--- src/sv/htab_pkg.sv ---
// ----------------------------------------------------------------------------
// htab_pkg: shared types and constants for the typed handle table
// Table geometry, operation and status codes, entry word layout and the
// write port bundle used between the control logic and the entry store.
// ----------------------------------------------------------------------------
package htab_pkg;

	localparam int TABLE_DEPTH = 64;
	localparam int IDX_W       = $clog2(TABLE_DEPTH);
	localparam int CNT_W       = $clog2(TABLE_DEPTH + 1);
	localparam int OBJ_W       = 32;
	localparam int OP_W        = 2;
	localparam int ST_W        = 3;
	localparam int KIND_W      = 2;

	typedef enum logic [OP_W-1:0] {
		OP_ALLOC  = 2'd0,
		OP_FREE   = 2'd1,
		OP_LOOKUP = 2'd2
	} op_t;

	typedef enum logic [ST_W-1:0] {
		ST_OK       = 3'd0,
		ST_FULL     = 3'd1,
		ST_BADIDX   = 3'd2,
		ST_MISMATCH = 3'd3,
		ST_CORRUPT  = 3'd4
	} status_t;

	// Stored kind; credential and context match the one-bit request type.
	localparam logic [KIND_W-1:0] KIND_FREE = 2'd2;

	typedef struct packed {
		logic [KIND_W-1:0] kind;
		logic [OBJ_W-1:0]  payload;  // object, or next-free link (index + 1, 0 ends)
	} entry_t;

	typedef struct packed {
		logic             en;
		logic [IDX_W-1:0] addr;
		entry_t           data;
	} mem_wr_t;

	typedef struct packed {
		logic [ST_W-1:0]  status;
		logic [IDX_W-1:0] granted;
		logic [OBJ_W-1:0] object;
	} exec_res_t;

endpackage

--- src/sv/htab_store.sv ---
// ----------------------------------------------------------------------------
// htab_store: entry memory
// One write port, two registered read ports; a read of the address being
// written in the same cycle returns the new word.
// ----------------------------------------------------------------------------
module htab_store (
	input  logic                      clk,
	input  logic                      rd_en,
	input  logic [htab_pkg::IDX_W-1:0] rd_a_addr,
	input  logic [htab_pkg::IDX_W-1:0] rd_b_addr,
	input  htab_pkg::mem_wr_t         wr,
	output htab_pkg::entry_t          rd_a_data,
	output htab_pkg::entry_t          rd_b_data
);

	htab_pkg::entry_t mem [htab_pkg::TABLE_DEPTH];
	htab_pkg::entry_t rd_a_q;
	htab_pkg::entry_t rd_b_q;

	always_ff @(posedge clk) begin
		if (wr.en) begin
			mem[wr.addr] <= wr.data;
		end
		if (rd_en) begin
			if (wr.en && (wr.addr == rd_a_addr)) begin
				rd_a_q <= wr.data;
			end else begin
				rd_a_q <= mem[rd_a_addr];
			end
			if (wr.en && (wr.addr == rd_b_addr)) begin
				rd_b_q <= wr.data;
			end else begin
				rd_b_q <= mem[rd_b_addr];
			end
		end
	end

	assign rd_a_data = rd_a_q;
	assign rd_b_data = rd_b_q;

endmodule

--- src/sv/htab_exec.sv ---
// ----------------------------------------------------------------------------
// htab_exec: operation logic and list state
// Decides one request from the registered entry words, produces the result
// and the entry write, and keeps free-list head, list flag and use count.
// ----------------------------------------------------------------------------
module htab_exec (
	input  logic                       clk,
	input  logic                       arst_n,
	input  logic                       fire,
	input  logic [htab_pkg::OP_W-1:0]  op,
	input  logic [htab_pkg::IDX_W-1:0] idx,
	input  logic                       kind,
	input  logic [htab_pkg::OBJ_W-1:0] obj,
	input  htab_pkg::entry_t           ent_idx,
	input  htab_pkg::entry_t           ent_head,
	output logic [htab_pkg::IDX_W-1:0] head_nxt,
	output htab_pkg::mem_wr_t          wr,
	output htab_pkg::exec_res_t        res
);

	logic [htab_pkg::IDX_W-1:0] free_head_q;
	logic                       nonempty_q;
	logic [htab_pkg::CNT_W-1:0] used_count_q;

	logic [htab_pkg::IDX_W-1:0] head_d;
	logic                       nonempty_d;
	logic [htab_pkg::CNT_W-1:0] used_d;
	htab_pkg::mem_wr_t          wr_d;
	htab_pkg::exec_res_t        res_d;

	always_comb begin
		logic [htab_pkg::OBJ_W-1:0]  link;
		logic [htab_pkg::OBJ_W-1:0]  link_m1;
		logic [htab_pkg::KIND_W-1:0] req_kind;
		head_d     = free_head_q;
		nonempty_d = nonempty_q;
		used_d     = used_count_q;
		wr_d       = '0;
		res_d      = '0;
		res_d.status = htab_pkg::ST_OK;
		link       = ent_head.payload;
		link_m1    = link - htab_pkg::OBJ_W'(1);
		req_kind   = htab_pkg::KIND_W'(kind);
		case (op)
			htab_pkg::OP_ALLOC: begin
				if (nonempty_q) begin
					if (ent_head.kind != htab_pkg::KIND_FREE) begin
						res_d.status = htab_pkg::ST_CORRUPT;
					end else begin
						// pop: last entry in the list, or follow the link
						if ((link == '0) || (link > htab_pkg::OBJ_W'(htab_pkg::TABLE_DEPTH))) begin
							nonempty_d = 1'b0;
							head_d     = '0;
						end else begin
							head_d = link_m1[htab_pkg::IDX_W-1:0];
						end
						wr_d.en           = 1'b1;
						wr_d.addr         = free_head_q;
						wr_d.data.kind    = req_kind;
						wr_d.data.payload = obj;
						res_d.granted     = free_head_q;
					end
				end else if (used_count_q < htab_pkg::CNT_W'(htab_pkg::TABLE_DEPTH)) begin
					used_d            = used_count_q + htab_pkg::CNT_W'(1);
					wr_d.en           = 1'b1;
					wr_d.addr         = used_count_q[htab_pkg::IDX_W-1:0];
					wr_d.data.kind    = req_kind;
					wr_d.data.payload = obj;
					res_d.granted     = used_count_q[htab_pkg::IDX_W-1:0];
				end else begin
					res_d.status = htab_pkg::ST_FULL;
				end
			end
			htab_pkg::OP_FREE, htab_pkg::OP_LOOKUP: begin
				if (htab_pkg::CNT_W'(idx) >= used_count_q) begin
					res_d.status = htab_pkg::ST_BADIDX;
				end else if (ent_idx.kind != req_kind) begin
					res_d.status = htab_pkg::ST_MISMATCH;
				end else begin
					res_d.object = ent_idx.payload;
					if (op == htab_pkg::OP_FREE) begin
						// push onto the list; the old head becomes the link
						wr_d.en        = 1'b1;
						wr_d.addr      = idx;
						wr_d.data.kind = htab_pkg::KIND_FREE;
						wr_d.data.payload = nonempty_q ?
							htab_pkg::OBJ_W'(free_head_q) + htab_pkg::OBJ_W'(1) : '0;
						head_d     = idx;
						nonempty_d = 1'b1;
					end
				end
			end
			default: begin
				res_d.status = htab_pkg::ST_BADIDX;
			end
		endcase
	end

	always_ff @(posedge clk or negedge arst_n) begin
		if (!arst_n) begin
			free_head_q  <= '0;
			nonempty_q   <= 1'b0;
			used_count_q <= '0;
		end else if (fire) begin
			free_head_q  <= head_d;
			nonempty_q   <= nonempty_d;
			used_count_q <= used_d;
		end
	end

	assign head_nxt = fire ? head_d : free_head_q;
	assign wr       = fire ? wr_d : '0;
	assign res      = res_d;

endmodule

--- src/sv/typed_handle_table_allocator_core.sv ---
// ----------------------------------------------------------------------------
// typed_handle_table_allocator_core: typed handle table with free list
// Allocate, free and lookup of typed handles over a 64-entry table.
// ----------------------------------------------------------------------------
// Usage:
//   Input channel (in_valid / in_stall) carries one request word: opcode,
//   handle_index, entry_type and object_value. Output channel (out_valid /
//   out_stall) returns one result word per request: status, granted_index
//   and object_out. A word moves on an edge with valid high and stall low.
//   Throughput: one request per cycle while the output is not stalled. At the
//   accept edge the entry store is read at handle_index and at the free-list
//   head the previous request leaves behind; when the input stage fires, the
//   request is decided, the entry written back and the result register
//   loaded. Same-cycle write/read collisions in the store are forwarded,
//   so back-to-back requests see each other.
//   Reset clears the free-list head, list flag, use count and both valid
//   flags; table contents are left as they are, and entries never handed
//   out are rejected by the use count, so no clearing pass is needed.
//   When the receiver stalls, the result holds; one more request may sit in
//   the input stage, after which in_stall rises until the result is taken.
// ----------------------------------------------------------------------------
module typed_handle_table_allocator_core (
	input  logic                       clk,
	input  logic                       arst_n,
	input  logic                       in_valid,
	output logic                       in_stall,
	input  logic [htab_pkg::OP_W-1:0]  opcode,
	input  logic [htab_pkg::IDX_W-1:0] handle_index,
	input  logic                       entry_type,
	input  logic [htab_pkg::OBJ_W-1:0] object_value,
	output logic                       out_valid,
	input  logic                       out_stall,
	output logic [htab_pkg::ST_W-1:0]  status,
	output logic [htab_pkg::IDX_W-1:0] granted_index,
	output logic [htab_pkg::OBJ_W-1:0] object_out
);

	// input stage
	logic                       vld_s1;
	logic [htab_pkg::OP_W-1:0]  op_s1;
	logic [htab_pkg::IDX_W-1:0] idx_s1;
	logic                       kind_s1;
	logic [htab_pkg::OBJ_W-1:0] obj_s1;

	// result stage
	logic                       vld_s2;
	htab_pkg::exec_res_t        res_s2;

	logic                       fire;    // input stage decides and moves on
	logic                       accept;  // request word taken
	logic [htab_pkg::IDX_W-1:0] head_nxt;
	htab_pkg::mem_wr_t          wr;
	htab_pkg::entry_t           ent_idx;
	htab_pkg::entry_t           ent_head;
	htab_pkg::exec_res_t        res;

	assign fire     = vld_s1 && (!vld_s2 || !out_stall);
	assign in_stall = vld_s1 && !fire;
	assign accept   = in_valid && !in_stall;

	// entry store: port A at the request index, port B at the list head
	htab_store u_store (
		.clk       (clk),
		.rd_en     (accept),
		.rd_a_addr (handle_index),
		.rd_b_addr (head_nxt),
		.wr        (wr),
		.rd_a_data (ent_idx),
		.rd_b_data (ent_head)
	);

	htab_exec u_exec (
		.clk      (clk),
		.arst_n   (arst_n),
		.fire     (fire),
		.op       (op_s1),
		.idx      (idx_s1),
		.kind     (kind_s1),
		.obj      (obj_s1),
		.ent_idx  (ent_idx),
		.ent_head (ent_head),
		.head_nxt (head_nxt),
		.wr       (wr),
		.res      (res)
	);

	always_ff @(posedge clk or negedge arst_n) begin
		if (!arst_n) begin
			vld_s1 <= 1'b0;
			vld_s2 <= 1'b0;
		end else begin
			if (accept) begin
				vld_s1 <= 1'b1;
			end else if (fire) begin
				vld_s1 <= 1'b0;
			end
			if (fire) begin
				vld_s2 <= 1'b1;
			end else if (!out_stall) begin
				vld_s2 <= 1'b0;
			end
		end
	end

	// payload registers, no reset
	always_ff @(posedge clk) begin
		if (accept) begin
			op_s1   <= opcode;
			idx_s1  <= handle_index;
			kind_s1 <= entry_type;
			obj_s1  <= object_value;
		end
		if (fire) begin
			res_s2 <= res;
		end
	end

	assign out_valid     = vld_s2;
	assign status        = res_s2.status;
	assign granted_index = res_s2.granted;
	assign object_out    = res_s2.object;

endmodule

--- config.mk ---
export PLATFORM = sky130hd
export DESIGN_NAME = typed_handle_table_allocator_core
export DESIGN_NICKNAME = d
export VERILOG_FILES = /design/src/sv/htab_pkg.sv /design/src/sv/htab_store.sv /design/src/sv/htab_exec.sv /design/src/sv/typed_handle_table_allocator_core.sv
export SDC_FILE = /design/constraint.sdc
export NUM_CORES = 2
export LEC_CHECK = 0
export CORE_MARGIN = 3
export CORE_UTILIZATION = 55
export CTS_BUF_LIST = sky130_fd_sc_hd__clkbuf_16
export DETAILED_ROUTE_END_ITERATION = 10
export DONT_BUFFER_PORTS = 1
export MAX_ROUTING_LAYER = met4
export PLACE_DENSITY = 0.66
export SETUP_SLACK_MARGIN = 0.02
export SYNTH_ARGS = -nofsm -noshare
export SYNTH_HDL_FRONTEND = slang
export SYNTH_SLANG_ARGS = --single-unit
--- constraint.sdc ---
create_clock -name clk -period 14 [get_ports clk]
set_input_delay 3.5 -clock clk [delete_from_list [all_inputs] [get_ports clk]]
set_output_delay 3.5 -clock clk [all_outputs]
set_load 0.005 [all_outputs]
# Yosys cells after proc, flatten, opt, wreduce, memory -nomap -nowiden
# Memory sizes are Yosys's and may differ from the RTL's. A register that Yosys moved wholly into a read port is not among the register bits.
# Index checks and enable logic that the tools add are counted.
[word_totals] reg_bits=98 mem_bits_rw=2176 inputBits=45 mem_count=1
[op_classes] n_addsub=3 n_lt_le_gt_ge=3 eq_ne=8 n_mux=38 bitwise=2 n_reduce_logical=17
[mem_list] name="u_store.mem" depth=64 word_bits=34 rd=2 rd_ports_with_merged_regs=2 write_ports=1 line_no="htab_store.sv:16" rtl="htab_pkg::entry_t mem [htab_pkg::TABLE_DEPTH];"
[ops] cell="two-way mux 41 bit" n=7
[ops] cell="case mux 41 bit (2 select lines)" n=1
[ops] cell="two-way mux 6 bit" n=9
[ops] cell="> comparator 32 x 7 -> 1 bit (second input constant)" n=1
[ops] cell="logical NOT 32 bit" n=1
[ops] cell="two-way mux 32 bit" n=1
[ops] cell="two-way mux 1 bit" n=13
[ops] cell="case mux 6 bit (2 select lines)" n=1
[ops] cell="two-way mux 9 bit" n=1
[ops] cell="adder 6 x 1 -> 7 bit (second input constant)" n=1
[ops] cell="adder 7 x 1 -> 7 bit (second input constant)" n=1
[ops] cell="greater-or-equal comparator 6 x 7 -> 1 bit" n=1
[ops] cell="less-than comparator 7 bit (second input constant)" n=1
[ops] cell="two-way mux 3 bit" n=2
[ops] cell="!= test 2 bit (second input constant)" n=3
[ops] cell="case mux 3 bit (2 select lines)" n=1
[ops] cell="subtractor 6 x 1 -> 6 bit (second input constant)" n=1
[ops] cell="AND reduction 5 bit" n=1
[ops] cell="logical NOT 1 bit" n=4
[ops] cell="!= test 2 x 1 -> 1 bit (second input constant)" n=2
[ops] cell="AND reduction 4 bit" n=1
[ops] cell="nonzero test 2 bit" n=2
[ops] cell="logical AND 1 bit" n=3
[ops] cell="OR reduction 3 bit" n=1
[ops] cell="other kinds (9)" n=11

# Longest topological paths before layout
[logic_depth] ltp_word=9 ltp_mapped=19

# Cells and area by module
# From an unflattened synthesis, not the netlist that was laid out.
[hier_totals] cells_unflattened=6881 area_unflattened_um2=109416.2
[modules_own_cells] module="htab_store" n_inst=1 cells_per_inst=6557 area_each_um2=104965.7
[modules_own_cells] module="typed_handle_table_allocator_core" n_inst=1 cells_per_inst=90 area_each_um2=2555.0
[modules_own_cells] module="htab_exec" n_inst=1 cells_per_inst=234 area_each_um2=1895.6

# Least setup slack after synthesis
# Ideal clock, no wire load.
[synth_path] path_type="input to register" startpoint="in out_stall" endpoint="mem u_store.mem[0][4] (netlist bit), data pin" setup_ns=0.720 arrival_ns=7.970 slack_ns=5.310 path_stages=5 path_cell_list="a21bo_2 -> nor3_2 -> and3_1 -> nand2_1 -> o21ai_0"
[synth_rtl] element="start, declared" line_no="typed_handle_table_allocator_core.sv:32" rtl="input logic out_stall,"
[synth_rtl] element="end, declared" line_no="htab_store.sv:16"

# Worst setup path in the final report
[layout_path] startpoint="in out_stall" endpoint="reg, netlist name u_store.rd_b_data[28]"
[layout_via] elab_chain_len=7 elab_cells_between_ends=8 cone_classes="1 x mux; 7 x reduce/logical"
[layout_rtl] element="logical NOT 1 bit *"
[layout_rtl] element="logical OR 1 bit *" line_no="typed_handle_table_allocator_core.sv:57" rtl="assign fire = vld_s1 && (!vld_s2 || !out_stall);"
[layout_rtl] element="logical AND 1 bit *" line_no="typed_handle_table_allocator_core.sv:57"
[layout_rtl] element="via fire" line_no="typed_handle_table_allocator_core.sv:49" rtl="logic fire;"
[layout_rtl] element="logical NOT 1 bit" line_no="typed_handle_table_allocator_core.sv:58" rtl="assign in_stall = vld_s1 && !fire;"
[layout_rtl] element="logical AND 1 bit" line_no="typed_handle_table_allocator_core.sv:58"
[layout_rtl] element="logical NOT 1 bit" line_no="typed_handle_table_allocator_core.sv:59" rtl="assign accept = in_valid && !in_stall;"
[layout_rtl] element="logical AND 1 bit" line_no="typed_handle_table_allocator_core.sv:59"
# The timed path passes the listed nets; every way through them passes the cells marked *.
# A chain may end at the register's enable or synchronous reset.

==> impl_metrics.json <==
{
  "synth.area.top_cells": "edfxtp_1 (64%), mux4_2 (15%), nand2_1 (6.7%)",
  "via_per_inst": 7.235,
  "max_freq_mhz": 115.0,
  "p_leak_nw": 40.37,
  "ys_seq_elements": 2342,
  "crit_family": "simple AND/OR/NAND/NOR gates",
  "clk_root_buffer_cell": "clkbuf_16",
  "synth_top_area_share_pct": 63.84,
  "crit_top_cell": "buf_4",
  "max-cap-violations": 0,
  "slowest_stage": "nor4_1",
  "start_util_pct": 55.36,
  "synth-xor-area-share_pct": 0.1521,
  "irDropWorstVdd_mv": 0.1296,
  "synth-compound-area-share_pct": 4.205,
  "syn_area_um2": 109400,
  "die_h_um": 452.0,
  "grt_pass1_vias": 71907,
  "cts_hold_buf": 0,
  "synthArstFlopShare_pct": 0.6832,
  "clk_pin_slew_ns": 0.06,
  "synth_top_family_by_area": "multiplexers",
  "overflow": 0,
  "cp.arrival_ns": 9.27,
  "setup_violations": 0,
  "required_ns": 14.57,
  "tns_ns": 0,
  "synthSimpleGateAreaFrac_pct": 12.03,
  "synth_nets": 7734,
  "drt-initial-drc-count": 13842,
  "drcViolationCount": 0,
  "maxSlewViolCount": 292,
  "syn_inst": 7676,
  "synth-edff-count": 2326,
  "die_area_um2": 204300,
  "antenna_found_initial": 26,
  "muxShareOfSynthArea_pct": 16.85,
  "cts_tree": "yes",
  "status": "finished with violations",
  "finalNetCount": 7594,
  "drive_gt1_share_pct": 17.39,
  "cts_buffer_depth": 3,
  "avgSynthCellArea_um2": 14.25,
  "fin_crit_ns": 8.698,
  "hold_violations": 0,
  "layout_common_cells": "edfxtp_1 (2326), nand2_1 (1948), nand3_1 (789), mux4_2 (714), clkbuf_16 (238)",
  "slew-limit-headroom_pct": -51.84,
  "cts_sinks": 2342,
  "clk_latency_ns": 0.90,
  "cts_resized": 0,
  "start_kind": "primary input",
  "hpwl_um": 202000,
  "grtUsageTotal_pct": 38.40,
  "cts_buffers": 233,
  "wl_per_cell_um": 37.01,
  "grt_setup_unrepaired": "false",
  "slowest_delay_ns": 1.19,
  "synth_adder_area_share_pct": 0.1487,
  "ios": 88,
  "final_common_cell": "edfxtp_1",
  "skew_ns": 0.04494,
  "die_w_um": 452.0,
  "post_cts_buffers": 0,
  "wl_um": 384700,
  "yosysUniqueCellTypes": 83,
  "n_fill_cell": 14521,
  "gp_congestion": 0.9113,
  "ant_nets": 0,
  "num_rows": 163,
  "yosysTopAreaCell": "edfxtp_1",
  "grt_pass1_wl_um": 534700,
  "fin_crit_sh_pct": 62.13,
  "power.total_mw": 16.61,
  "dr.pass1.iters": 6,
  "vias": 75213,
  "ys.flop_type": "edfxtp_1",
  "yosysSeqAreaShare_pct": 64.21,
  "power_per_cell_area_nw_per_um2": 138.5,
  "port_buffers": 0,
  "coreArea_um2": 197600,
  "worst_setup_path_end_kind": "register",
  "synthToLayoutAreaGrowth_pct": 9.674,
  "violations": "slew limit",
  "crit_buf_inv": 5,
  "hold_path.class": "reg2reg",
  "crit_type": "in2reg",
  "crit_fanout": 90,
  "ctsHtreeMaxLevel": 4,
  "path_cells": "a21bo_2 > inv_2 > nand2_1 > nor2_1 > and3_4 > a32o_1 > buf_4 > nor2_4 > buf_4 > buf_12 > buf_4 > nand3_1 > nand2_1 > a211oi_1 > nor4_1 > o22ai_1",
  "tightest_slew_ns": 2.278,
  "ys.warnings.count": 0,
  "grt_max_degree": 549
}
-- synth_stat cells (6+ instances only) --
cell type,n
o21ai_0,68
a31oi_1,110
buf_1,104
o22ai_1,34
nor3_1,40
mux2i_1,230
a211oi_1,21
mux4_2,714
nor2_1,109
buf_2,207
inv_1,46
xor2_1,8
xnor2_1,11
and3_1,11
a221oi_1,28
nand3_1,790
clkbuf_1,240
and2_1,38
a41oi_1,7
a22oi_1,19
o221ai_1,6
a21oi_1,124
a311oi_1,33
o2111ai_1,12
a32o_1,21
o211ai_1,41
o311ai_1,7
nand2_1,1952
ha_1,13
a311o_1,7
nor4_1,25
edfxtp_1,2326
nand4_1,76
buf_4,10
o311ai_0,6
o21ai_1,16
a32oi_1,58
dfrtp_1,16
-- per-stage QoR --
step	setup slack, ns	hold WS [ns]	cells	instance area, µm²	utilization (%)
after floorplan	5.310	0.4407	7676	109400	-
after global placement	4.835	0.4615	9934	112500	56.91
after detailed placement	4.735	0.4668	9934	112500	56.91
after CTS	5.681	0.4841	10369	119800	60.62
after global routing	5.320	0.5077	10393	120000	60.72
final	5.302	0.4888	10395	120000	60.72
-- layer usage --
layer,global-route usage (%),part of all wire (%)
met1,50.03,35
met2,53.99,43
met3,13.05,16
met4,19.38,6.0
met5,-,0
-- worst paths after layout --
path	startpoint	endpoint	slack, ns	cells past startpoint
min in group asynchronous	arst_n	u_exec.used_count_q[6]	2.31	0
min	vld_s1	out_valid	0.49	1
max in group asynchronous	arst_n	u_exec.free_head_q[0]	11.58	0
min reg2reg	vld_s1	out_valid	0.49	1
max reg2reg	u_store.rd_b_data[13]	u_store.rd_b_data[28]	6.87	14
max	out_stall	u_store.rd_b_data[28]	5.30	16
-- registers in the layout, summed over array words and instances (netlist names), 2 cells and up --
signal,count
u_exec.used_count_q,7
granted_index,6
status,3
u_store.rd_b_data,34
u_store.mem,2176
object_out,32
u_exec.free_head_q,6
obj_s1,32
idx_s1,6
u_store.rd_a_data,34
op_s1,2
-- where the power goes --
part	switching, mW	internal, mW	leakage, nW
Combinational	1.87	0.856	14.6
Sequential	0.0793	7.76	22.0
Clock	2.71	3.34	3.83
-- cells by family (layout without fill, tap and decap cells) --
logic type / after synthesis / count (layout)
compound gates: 660 / 660
xor+xnor: 19 / 19
fa+ha+maj: 13 / 13
buf+inv: 615 / 675
flops: 2342 / 2342
mux: 949 / 949
other cells: 0 / 19
simple gates: 3078 / 3078
-- layout make-up --
class,count,area (µm²),share of cell area (%)
Tap cell,2640,3303,2.753
Timing Repair Buffer,189,1669,1.391
Antenna cell,19,47.55,0.03962
Inverter,51,214.0,0.1783
Multi-Input combinational cell,4719,37190,30.99
Sequential cell,2342,70250,58.54
Clock buffer,238,5956,4.963
Clock inverter,197,1369,1.141
Power figures use the tool's default switching activity.
